`config.mk`:
```
export PLATFORM = sky130hd
export DESIGN_NAME = utf16_to_utf8_transcoder_flat
export DESIGN_NICKNAME = d
export VERILOG_FILES = /design/src/rtl/u16u8_pkg.sv /design/src/rtl/u16u8_if.sv /design/src/rtl/utf16_to_utf8_transcoder.sv /design/src/rtl/u16u8_front.sv /design/src/rtl/u16u8_fifo.sv /design/src/rtl/u16u8_back.sv /design/src/flat_wrapper.sv
export VERILOG_INCLUDE_DIRS = /design/src /design/src/rtl
export SDC_FILE = /design/constraint.sdc
export NUM_CORES = 1
export LEC_CHECK = 0
export BUFFER_PORTS_ARGS = -buffer_cell sky130_fd_sc_hd__buf_2
export CORE_MARGIN = 1
export CORE_UTILIZATION = 45
export CTS_BUF_LIST = sky130_fd_sc_hd__clkbuf_4 sky130_fd_sc_hd__clkbuf_8
export CTS_CLUSTER_DIAMETER = 100
export CTS_CLUSTER_SIZE = 25
export DETAILED_ROUTE_END_ITERATION = 10
export PLACE_DENSITY = 0.69
export SYNTH_ARGS = -nofsm -noshare
export SYNTH_HDL_FRONTEND = slang
export SYNTH_SLANG_ARGS = --single-unit
```
`constraint.sdc`:
```
create_clock -name clk -period 5.25 [get_ports clk]
set_input_delay 1.05 -clock clk [delete_from_list [all_inputs] [get_ports clk]]
set_output_delay 1.05 -clock clk [all_outputs]
set_load 0.05 [all_outputs]
```
`src/rtl/assert_macros.svh`:
```
// ---------------------------------------------------------------------------
// assert_macros
// assertion helpers shared by the rtl modules
// ---------------------------------------------------------------------------
`ifndef ASSERT_MACROS_SVH
`define ASSERT_MACROS_SVH

// same-cycle implication, checked only out of reset
`define ASSERT_IMP(lbl, clk, rst_n, a, c, msg) \
    lbl: assert property (@(posedge clk) disable iff (!rst_n) (a) |-> (c)) else $error(msg);

// next-cycle implication, checked only out of reset
`define ASSERT_NXT(lbl, clk, rst_n, a, c, msg) \
    lbl: assert property (@(posedge clk) disable iff (!rst_n) (a) |=> (c)) else $error(msg);

`endif

```
`src/rtl/u16u8_pkg.sv`:
```
// ---------------------------------------------------------------------------
// u16u8_pkg
// types, codes and the byte encoder shared by the transcoder modules
// ---------------------------------------------------------------------------
package u16u8_pkg;

    localparam int CP_W = 21;

    // surrogate tags in the top six bits of a code unit
    localparam logic [5:0] SURR_HIGH_TAG = 6'b110110;
    localparam logic [5:0] SURR_LOW_TAG  = 6'b110111;
    localparam logic [CP_W-1:0] SUPP_BASE = 21'h010000;

    // encoded length codes (byte count minus one)
    localparam logic [1:0] LEN_1B = 2'd0;
    localparam logic [1:0] LEN_2B = 2'd1;
    localparam logic [1:0] LEN_3B = 2'd2;
    localparam logic [1:0] LEN_4B = 2'd3;

    typedef struct packed {
        logic [CP_W-1:0] cp;
        logic [1:0]      len;
    } u16u8_entry_t;

    typedef struct packed {
        logic         valid;
        u16u8_entry_t entry;
    } u16u8_push_t;

    typedef struct packed {
        logic         valid;
        u16u8_entry_t entry;
    } u16u8_head_t;

    function automatic logic [1:0] classify_len(logic [CP_W-1:0] cp);
        logic [1:0] len;
        if (cp <= 21'h00007F)
            len = LEN_1B;
        else if (cp <= 21'h0007FF)
            len = LEN_2B;
        else if (cp <= 21'h00FFFF)
            len = LEN_3B;
        else
            len = LEN_4B;
        return len;
    endfunction

    // byte idx of the encoding of cp, idx counted from the lead byte
    function automatic logic [7:0] encode_byte(logic [CP_W-1:0] cp, logic [1:0] len,
                                               logic [1:0] idx);
        logic [1:0] pos;
        logic [5:0] six;
        logic [7:0] b;
        pos = len - idx;
        unique case (pos)
            2'd0:    six = cp[5:0];
            2'd1:    six = cp[11:6];
            2'd2:    six = cp[17:12];
            default: six = {3'b000, cp[20:18]};
        endcase
        if (idx == 2'd0)
        begin
            unique case (len)
                LEN_1B:  b = {1'b0, cp[6:0]};
                LEN_2B:  b = 8'hC0 | {3'b000, cp[10:6]};
                LEN_3B:  b = 8'hE0 | {4'b0000, cp[15:12]};
                default: b = 8'hF0 | {5'b00000, cp[20:18]};
            endcase
        end
        else
        begin
            b = 8'h80 | {2'b00, six};
        end
        return b;
    endfunction

endpackage

```
`src/rtl/u16u8_if.sv`:
```
// ---------------------------------------------------------------------------
// u16u8 channel interfaces
// valid/ready channels for utf-16 units in and utf-8 bytes out
// ---------------------------------------------------------------------------
interface u16u8_unit_if;
    logic        valid;
    logic        ready;
    logic [15:0] code_unit;

    modport source (output valid, output code_unit, input ready);
    modport sink   (input valid, input code_unit, output ready);
endinterface

interface u16u8_byte_if;
    logic       valid;
    logic       ready;
    logic [7:0] utf8_byte;
    logic       last_byte;

    modport source (output valid, output utf8_byte, output last_byte, input ready);
    modport sink   (input valid, input utf8_byte, input last_byte, output ready);
endinterface

```
`src/rtl/utf16_to_utf8_transcoder.sv`:
```
// with queue and output empty, the unit of a code point is first written into the queue entry,
//   and its first byte is then loaded into the output byte register and presented
// throughput: one unit per cycle while the queue has room; bytes leave at one per cycle
//   while the sink is ready, and a unit yields 1 to 4 bytes (4 for supplementary code points)
// the output byte register is the limiting unit; surrogate highs and zero units cost no byte
// reset: rst_n is asynchronous, active low; clears pending surrogate, queue and output valid
// ---------------------------------------------------------------------------
// utf16_to_utf8_transcoder
// utf-16 code units in, utf-8 bytes out with the final byte of each code point marked
// ---------------------------------------------------------------------------
module utf16_to_utf8_transcoder
    import u16u8_pkg::*;
#(
    parameter int QUEUE_DEPTH = 4
)
(
    input  logic         clk,
    input  logic         rst_n,
    u16u8_unit_if.sink   unit_ch,
    u16u8_byte_if.source byte_ch
);

    // front to queue: classified code point with its length code (byte count minus one)
    u16u8_push_t push;
    // queue to back: head entry
    u16u8_head_t head;
    logic        full;
    logic        pop;

    // front: pairs surrogates against the pending register; a high surrogate
    // and a zero unit are absorbed here and never reach the queue
    u16u8_front u_front (
        .clk     (clk),
        .rst_n   (rst_n),
        .unit_ch (unit_ch),
        .full    (full),
        .push    (push)
    );

    // short queue decouples unit intake from the byte-at-a-time output side
    u16u8_fifo #(
        .DEPTH (QUEUE_DEPTH)
    ) u_fifo (
        .clk   (clk),
        .rst_n (rst_n),
        .push  (push),
        .pop   (pop),
        .head  (head),
        .full  (full)
    );

    // back: one beat per byte, pops the entry when its last byte is loaded
    u16u8_back u_back (
        .clk     (clk),
        .rst_n   (rst_n),
        .head    (head),
        .pop     (pop),
        .byte_ch (byte_ch)
    );

endmodule

```
`src/rtl/u16u8_front.sv`:
```
// ---------------------------------------------------------------------------
// u16u8_front
// accepts code units, pairs surrogates and queues code points with length
// ---------------------------------------------------------------------------
`include "assert_macros.svh"

module u16u8_front
    import u16u8_pkg::*;
(
    input  logic          clk,
    input  logic          rst_n,
    u16u8_unit_if.sink    unit_ch,
    input  logic          full,
    output u16u8_push_t   push
);

    logic [CP_W-1:0] pending_reg;
    logic [CP_W-1:0] pending_next;
    logic [CP_W-1:0] high_val;
    logic [CP_W-1:0] cp;
    logic            acc;
    logic            is_zero;
    logic            is_high;
    logic            is_low;

    assign unit_ch.ready = !full;
    assign acc     = unit_ch.valid && unit_ch.ready;
    assign is_zero = (unit_ch.code_unit == 16'h0000);
    assign is_high = (unit_ch.code_unit[15:10] == SURR_HIGH_TAG);
    assign is_low  = (unit_ch.code_unit[15:10] == SURR_LOW_TAG);

    assign high_val = {1'b0, unit_ch.code_unit[9:0], 10'b0} + SUPP_BASE;
    assign cp = is_low ? (pending_reg | {11'b0, unit_ch.code_unit[9:0]})
                       : {5'b0, unit_ch.code_unit};

    always_comb
    begin
        pending_next = pending_reg;
        if (acc)
        begin
            pending_next = is_high ? high_val : '0;
        end
    end

    always_ff @(posedge clk or negedge rst_n)
    begin
        if (!rst_n)
            pending_reg <= '0;
        else
            pending_reg <= pending_next;
    end

    assign push.valid     = acc && !is_zero && !is_high;
    assign push.entry.cp  = cp;
    assign push.entry.len = classify_len(cp);

    `ASSERT_NXT(a_high_sets_pending, clk, rst_n, acc && is_high, |pending_reg[20:16],
                "high surrogate left no supplementary pending value")

endmodule

```
`src/rtl/u16u8_fifo.sv`:
```
// ---------------------------------------------------------------------------
// u16u8_fifo
// short queue of code points between front and back
// ---------------------------------------------------------------------------
`include "assert_macros.svh"

module u16u8_fifo
    import u16u8_pkg::*;
#(
    parameter int DEPTH = 4
)
(
    input  logic        clk,
    input  logic        rst_n,
    input  u16u8_push_t push,
    input  logic        pop,
    output u16u8_head_t head,
    output logic        full
);

    localparam int PTR_W = (DEPTH > 1) ? $clog2(DEPTH) : 1;
    localparam int CNT_W = $clog2(DEPTH + 1);

    u16u8_entry_t mem [DEPTH];

    logic [PTR_W-1:0] wr_ptr_reg;
    logic [PTR_W-1:0] wr_ptr_next;
    logic [PTR_W-1:0] rd_ptr_reg;
    logic [PTR_W-1:0] rd_ptr_next;
    logic [CNT_W-1:0] count_reg;
    logic [CNT_W-1:0] count_next;
    logic             do_push;
    logic             do_pop;

    assign full    = (count_reg == CNT_W'(DEPTH));
    assign do_push = push.valid && !full;
    assign do_pop  = pop && (count_reg != '0);

    always_comb
    begin
        wr_ptr_next = wr_ptr_reg;
        rd_ptr_next = rd_ptr_reg;
        count_next  = count_reg;
        if (do_push)
            wr_ptr_next = (wr_ptr_reg == PTR_W'(DEPTH - 1)) ? '0 : wr_ptr_reg + 1'b1;
        if (do_pop)
            rd_ptr_next = (rd_ptr_reg == PTR_W'(DEPTH - 1)) ? '0 : rd_ptr_reg + 1'b1;
        if (do_push && !do_pop)
            count_next = count_reg + 1'b1;
        else if (do_pop && !do_push)
            count_next = count_reg - 1'b1;
    end

    always_ff @(posedge clk or negedge rst_n)
    begin
        if (!rst_n)
        begin
            wr_ptr_reg <= '0;
            rd_ptr_reg <= '0;
            count_reg  <= '0;
        end
        else
        begin
            wr_ptr_reg <= wr_ptr_next;
            rd_ptr_reg <= rd_ptr_next;
            count_reg  <= count_next;
        end
    end

    always_ff @(posedge clk)
    begin
        if (do_push)
            mem[wr_ptr_reg] <= push.entry;
    end

    assign head.valid = (count_reg != '0);
    assign head.entry = mem[rd_ptr_reg];

    `ASSERT_IMP(a_count_bound, clk, rst_n, 1'b1, count_reg <= CNT_W'(DEPTH),
                "queue count beyond depth")
    `ASSERT_IMP(a_no_push_full, clk, rst_n, full, !push.valid,
                "push offered while queue full")

endmodule

```
`src/rtl/u16u8_back.sv`:
```
// ---------------------------------------------------------------------------
// u16u8_back
// walks the head code point one utf-8 byte per beat into an output register
// ---------------------------------------------------------------------------
`include "assert_macros.svh"

module u16u8_back
    import u16u8_pkg::*;
(
    input  logic          clk,
    input  logic          rst_n,
    input  u16u8_head_t   head,
    output logic          pop,
    u16u8_byte_if.source  byte_ch
);

    logic [1:0] idx_reg;
    logic [1:0] idx_next;
    logic       out_valid_reg;
    logic       out_valid_next;
    logic [7:0] byte_reg;
    logic       last_reg;
    logic       advance;
    logic       load;
    logic       is_last;

    assign advance = !out_valid_reg || byte_ch.ready;
    assign load    = advance && head.valid;
    assign is_last = (idx_reg == head.entry.len);
    assign pop     = load && is_last;

    always_comb
    begin
        idx_next       = idx_reg;
        out_valid_next = out_valid_reg;
        if (advance)
            out_valid_next = head.valid;
        if (load)
            idx_next = is_last ? 2'd0 : idx_reg + 2'd1;
    end

    always_ff @(posedge clk or negedge rst_n)
    begin
        if (!rst_n)
        begin
            idx_reg       <= '0;
            out_valid_reg <= 1'b0;
        end
        else
        begin
            idx_reg       <= idx_next;
            out_valid_reg <= out_valid_next;
        end
    end

    always_ff @(posedge clk)
    begin
        if (load)
        begin
            byte_reg <= encode_byte(head.entry.cp, head.entry.len, idx_reg);
            last_reg <= is_last;
        end
    end

    assign byte_ch.valid     = out_valid_reg;
    assign byte_ch.utf8_byte = byte_reg;
    assign byte_ch.last_byte = last_reg;

    `ASSERT_IMP(a_idx_in_range, clk, rst_n, head.valid, idx_reg <= head.entry.len,
                "byte index past encoded length")

endmodule
```
`src/flat_wrapper.sv`:
```
// flat-port wrapper written by rule: the top's interface ports become plain ports
module utf16_to_utf8_transcoder_flat import u16u8_pkg::*;
#(
    parameter int QUEUE_DEPTH = 4
)
  (clk, rst_n, unit_ch_valid, unit_ch_code_unit, unit_ch_ready, byte_ch_valid, byte_ch_utf8_byte, byte_ch_last_byte, byte_ch_ready);
  u16u8_unit_if unit_ch_i ();
  u16u8_byte_if byte_ch_i ();
  input  logic clk;
  input  logic rst_n;
  input wire logic [$bits(unit_ch_i.valid)-1:0] unit_ch_valid;
  input wire logic [$bits(unit_ch_i.code_unit)-1:0] unit_ch_code_unit;
  output wire logic [$bits(unit_ch_i.ready)-1:0] unit_ch_ready;
  output wire logic [$bits(byte_ch_i.valid)-1:0] byte_ch_valid;
  output wire logic [$bits(byte_ch_i.utf8_byte)-1:0] byte_ch_utf8_byte;
  output wire logic [$bits(byte_ch_i.last_byte)-1:0] byte_ch_last_byte;
  input wire logic [$bits(byte_ch_i.ready)-1:0] byte_ch_ready;
  assign unit_ch_i.valid = unit_ch_valid;
  assign unit_ch_i.code_unit = unit_ch_code_unit;
  assign unit_ch_ready = unit_ch_i.ready;
  assign byte_ch_valid = byte_ch_i.valid;
  assign byte_ch_utf8_byte = byte_ch_i.utf8_byte;
  assign byte_ch_last_byte = byte_ch_i.last_byte;
  assign byte_ch_i.ready = byte_ch_ready;
  utf16_to_utf8_transcoder #(.QUEUE_DEPTH(QUEUE_DEPTH)) u_core (.clk(clk), .rst_n(rst_n), .unit_ch(unit_ch_i), .byte_ch(byte_ch_i));
endmodule
```
# After elaboration in Yosys (flattened, before gate mapping)
# Memories as Yosys holds them, arrays and structs flattened.
# Index checks and enable logic that the tools add are counted.
# Widths: inputs -> output; s select.
[totals]
regBits = 40
ramBits = 92
inputBits = 20
wordCells = 68
n_memories = 1
[memory_table]
columns = ["name", "depth", "word_bits", "read_ports", "rd_clocked_by_memory_dff", "wr", "line_no", "text"]
rows = [
  ["u_core.u_fifo.mem", 4, 23, 1, 0, 1, "u16u8_fifo.sv:24", "u16u8_entry_t mem [DEPTH];"],
]
[op_classes]
addsub = 7
n_lt_le_gt_ge = 3
eq_ne = 10
n_mux = 15
bitwise = 1
reduce_logical = 22
[ops]
columns = ["cell", "count"]
rows = [
  ["$mux 21", 2],
  ["$pmux 8 s3", 1],
  ["$add 20x17->21 const B", 1],
  ["$le 21x11->1 const B", 1],
  ["$le 21x16->1 const B", 1],
  ["$le 21x7->1 const B", 1],
  ["$or 21x10->21", 1],
  ["$pmux 6 s3", 1],
  ["$logic_not 16->1", 1],
  ["$eq 6x6->1 const B", 2],
  ["$mux 2", 5],
  ["$logic_and 1x1->1", 9],
  ["$eq 2x2->1 const B", 4],
  ["$add 2x1->2 const B", 3],
  ["$logic_not 1->1", 6],
  ["$logic_not 2->1", 3],
  ["$mux 3", 2],
  ["$mux 6", 1],
  ["$eq 2x1->1 const B", 2],
  ["$add 3x1->3 const B", 1],
  ["$eq 3x3->1 const B", 1],
  ["$mux 1", 3],
  ["$reduce_bool 3->1", 1],
  ["$sub 3x1->3 const B", 1],
  ["other kinds (4)", 4],
]

# Longest topological paths before layout
[logic_depth]
ltp_word = 10
mapped_depth = 14
ltp_nobuf = 12

# By module
# From an unflattened synthesis, not the netlist that was laid out.
[unflattened]
hier_cells = 333
area_unflattened_um2 = 5556.6
[by_module_without_submodules]
columns = ["module", "instances", "cells_each", "area_each_um2"]
rows = [
  ["u16u8_fifo", 1, 158, 3807.4],
  ["u16u8_back", 1, 80, 887.1],
  ["u16u8_front", 1, 95, 862.1],
]

# Least setup slack after synthesis
# OpenSTA, ideal clock, no wires.
[synth_timing]
kind = "in2reg"
startpoint = "input port unit_ch_code_unit[14]"
endpoint = "register u_core.u_fifo.count_reg[2]"
setup_ns = 0.079
t_arrival_ns = 2.991
path_slack_ns = 2.180
cell_stages = 9
path_buffers = 0
path_cell_list = "nand3_1 nor3_2 nor3_1 ha_1 inv_1 fa_1 xor2_1 nor2_1 xor2_1"
[synth_between]
elab_chain_len = 8
word_cells_on_any_way = 12
[synth_rtl]
columns = ["item", "line_no", "text"]
rows = [
  ["start, declared", "flat_wrapper.sv:12", "input wire logic [$bits(unit_ch_i.code_unit)-1:0] unit_ch_code_unit;"],
  ["$logic_not 16->1", "u16u8_front.sv:28", "assign is_zero = (unit_ch.code_unit == 16'h0000);"],
  ["$logic_not 1->1", "u16u8_front.sv:53", "assign push.valid = acc && !is_zero && !is_high;"],
  ["$logic_and 1x1->1", "u16u8_front.sv:53", ""],
  ["$logic_and 1x1->1 *", "u16u8_front.sv:53", ""],
  ["$logic_and 1x1->1 *", "u16u8_fifo.sv:36", "assign do_push = push.valid && !full;"],
  ["named net u_core.u_fifo.do_push", "u16u8_fifo.sv:32", "logic do_push;"],
  ["$logic_not 1->1", "u16u8_fifo.sv:50", "else if (do_pop && !do_push)"],
  ["$logic_and 1x1->1", "u16u8_fifo.sv:50", ""],
  ["$reduce_bool 2->1 (no source line)", "--", ""],
  ["end signal, assigned", "u16u8_fifo.sv:66", "count_reg <= count_next;"],
  ["end, declared", "u16u8_fifo.sv:30", "logic [CNT_W-1:0] count_reg;"],
]
# The timed path passes the listed nets; every way through them passes the cells marked *.
# A chain may end at the register's enable or synchronous reset.

# Worst setup path in the final report
[layout_timing]
startpoint = "register u_core.u_fifo.rd_ptr_reg[0]"
endpoint = "register u_core.u_fifo.count_reg[2]"
[layout_between]
elab_chain_len = 7
word_cells_on_any_way = 9
[layout_rtl]
columns = ["item", "line_no", "text"]
rows = [
  ["start, declared", "u16u8_fifo.sv:28", "logic [PTR_W-1:0] rd_ptr_reg;"],
  ["start signal, assigned", "u16u8_fifo.sv:65", "rd_ptr_reg <= rd_ptr_next;"],
  ["$mem_v2 4x23 *", "--", ""],
  ["$eq 2x2->1 *", "u16u8_back.sv:29", "assign is_last = (idx_reg == head.entry.len);"],
  ["named net u_core.u_back.is_last", "u16u8_back.sv:25", "logic is_last;"],
  ["$logic_and 1x1->1 *", "u16u8_back.sv:30", "assign pop = load && is_last;"],
  ["$logic_and 1x1->1 *", "u16u8_fifo.sv:37", "assign do_pop = pop && (count_reg != '0);"],
  ["$logic_not 1->1", "u16u8_fifo.sv:48", "if (do_push && !do_pop)"],
  ["$logic_and 1x1->1", "u16u8_fifo.sv:48", ""],
  ["$mux 3 / $reduce_bool 2->1 (equally long branches)", "--", ""],
]
# Marked as above.

==> flow_summary_export.csv <==
group,metric,value,unit
outcome,outcome,"finished clean",
global_routing,grt_max_degree,27,
setup_path,rr_endpoint,"u_core.u_fifo.count_reg[2]",
floorplan,die_h,111.8,um
floorplan,die_area,0.01249,sq mm
route,ant_nets,0,
route,wl_per_cell,19.06,um
setup_path,critical_path.max_fanout,26,
sta,holdWs,502.4,ps
layout,largest_register_ffs,92,
setup_path,critPathCaptureType,"register",
route,drtPass1Iterations,5,
layout,n_antenna_cell,0,
sta,tightest_slew,767.3,ps
synth,syn_avg_cell_area,15.71,sq um
synth,yosysTopAreaCell,"edfxtp_1",
layout,drive_above_1_share,0.2488,
floorplan,io_pins,31,
route,vias,3058,
global_routing,antenna_found_initial,0,
synth,synth.distinct_cells,49,
synth,synth_top_cell_area_share,0.5596,
sta,skew,9.043,ps
route,drc,0,
clock_tree,ctsResizeCount,0,
placed_design,pre_cts_ws,1651,ps
clock_tree,cts_setup_buffers,0,
clock_tree,cts_buffers,17,
placed_design,io_buffers,30,
floorplan,start_util,0.4687,
route,drt_iter0_markers,257,
synth,async_reset_ff_frac,0.1721,
synth,synth_area_leaders,"edfxtp_1 56%, dfrtp_1 9.7%, mux4_2 9.6%",
synth,netlist_area,0.005420,sq mm
synth,yosysWarnings,0,
route,vias_per_cell,5.611,
power,p_leak,2.223,nW
sta,finalSetupTns,0,ps
sta,rsz0062_at_grt,"no",
clock_tree,cts_tree,"yes",
global_routing,grt_pass1_vias,2998,
layout,nFillCells,950,
synth,netlist_top_cells_count,"101 x edfxtp_1, 31 x nand2_1, 23 x mux4_2",
synth,synth_seq_cells,122,
synth,synth_edf_count,101,
job,drv_cap,0,
global_routing,grtUsageTotal,0.1825,
sta,maxSlewViolCount,0,
sta,fin_crit,3450,ps
setup_path,reg2reg_from,"u_core.u_fifo.rd_ptr_reg[0]",
route,wl,10390,um
synth,synthCells,345,
clock_tree,clkSlewWorstSetupHoldPaths,70,ps
sta,finalHoldViolations,0,
synth,syn-num-nets,382,
placed_design,routabilityCongestion,0.8484,
floorplan,coreArea,0.01156,sq mm
setup_path,critPathCapture,"u_core.u_fifo.count_reg[2]",
clock_tree,insertion_delay,420,ps
clock_tree,clock_sinks,122,
floorplan,num_rows,39,
sta,max_freq,289.8,MHz
clock_tree,cts-root-buf,"clkbuf_8",
hold_path,hold_path_class,"reg -> reg",
power,irDropWorstVdd,0.0002550,V
power,total_power,3.533,mW
placed_design,dpl.hpwl,7105,um
setup_path,path_class,"reg -> reg",
sta,setup_slack,1800,ps
layout,syn_to_final_growth,12.58,%
synth,ys_seq_area_frac,0.6565,
setup_path,cp.arrival,3790,ps
setup_path,worstPathRequired,5590,ps
global_routing,grt_pass1_wl,16420,um
layout,multi_input_area,0.001744,sq mm
sta,post-route-period-util,0.6572,
clock_tree,cts_buffer_depth,2,
synth,ys.flop_type,"edfxtp_1",
floorplan,die_x,111.8,um
sta,max-slew-margin-rel,0.4845,
layout,stdcell_area,0.006102,sq mm
clock_tree,h-tree-depth,4,
setup_path,cp-startpoint,"u_core.u_fifo.rd_ptr_reg[0]",
layout,seqCellArea,0.003558,sq mm
setup_path,setup.worst_path.start_class,"register",
synth,synth_most_common_cell,"edfxtp_1",
layout,fin_nets,427,
setup_path,r2r_setup_slack,1800,ps
setup_path,ff2ff_path_depth,13,
power,pwr_density_cell,579.1,mW/mm^2
placed_design,place_area,0.005741,sq mm
clock_tree,hold_buffers,0,
sta,finalSetupViolCount,0,
global_routing,overflow,0,
metal layers:
layer  track usage  share of wire
met1        0.2366           0.45
met2        0.2787           0.48
met3       0.05389          0.042
met4       0.09730          0.022
met5             0              0
cells by family (layout without fill, tap and decap cells):
logic type / count (synthesis) / in the layout / share of synthesized area
and+or+nand+nor: 88 / 88 / 0.08172
adders and majority gates: 17 / 17 / 0.04063
xor gates and xnor gates: 8 / 8 / 0.01639
DFF: 122 / 122 / 0.6565
buffers and inverters: 26 / 83 / 0.02170
AOI/OAI and AO/OA: 50 / 50 / 0.06579
muxes: 34 / 34 / 0.1173
how the worst min path moves through the flow:
stage,startpoint,end,cells after the start
2_1_floorplan,u_core.u_front.pending_reg[10],u_core.u_front.pending_reg[10],2
3_3_place_gp,u_core.u_back.byte_ch.valid,u_core.u_back.byte_ch.valid,2
3_5_place_dp,u_core.u_front.pending_reg[18],u_core.u_front.pending_reg[18],2
4_1_cts,u_core.u_front.pending_reg[18],u_core.u_front.pending_reg[18],2
5_1_grt,u_core.u_fifo.count_reg[2],u_core.u_fifo.count_reg[2],1
6_report,u_core.u_back.byte_ch.valid,u_core.u_back.byte_ch.valid,2
cells in the final DEF, fill, tap and decap left out, drive strengths merged, types with 7 or more instances in the layout:
master	count
edfxtp	101
buf	37
nand2	31
mux4	23
dfrtp	21
clkbuf	20
ha	16
inv	15
nor2	14
o21ai	13
and2	10
clkinv	8
nor2b	7
o31ai	7
layout make-up:
type | count | share of cell area
inverters | 15 | 0.009227
clock inverters | 11 | 0.01722
flip-flops and latches | 122 | 0.5831
repair buffers | 37 | 0.03322
well taps | 143 | 0.02932
clock buffers | 20 | 0.04203
multi-input cells | 197 | 0.2858
stage by stage:
| stage | std cells | util |
|---|---|---|
| 5_1_grt | 545 | 0.5276 |
| 6_report | 545 | 0.5276 |
| 3_5_place_dp | 514 | 0.4964 |
| 3_3_place_gp | 514 | 0.4964 |
| 4_1_cts | 545 | 0.5276 |
| 2_1_floorplan | 345 | - |
critical path: stages, from the launching register on:
cell and delay (ps):
dfrtp_1 320, buf_4 410, mux4_2 600, inv_1 140
ha_1 380, nand2_1 130, inv_1 70, nand2_1 150
ha_1 210, inv_1 70, fa_1 430, xor2_1 170
nor2_1 110, xor2_1 160
where the power goes:
group	internal (mW)	switching, mW
clock	0.425	0.333
combinational	0.556	0.850
sequential	1.30	0.0653
No activity file was read; power rests on OpenSTA's default activity.
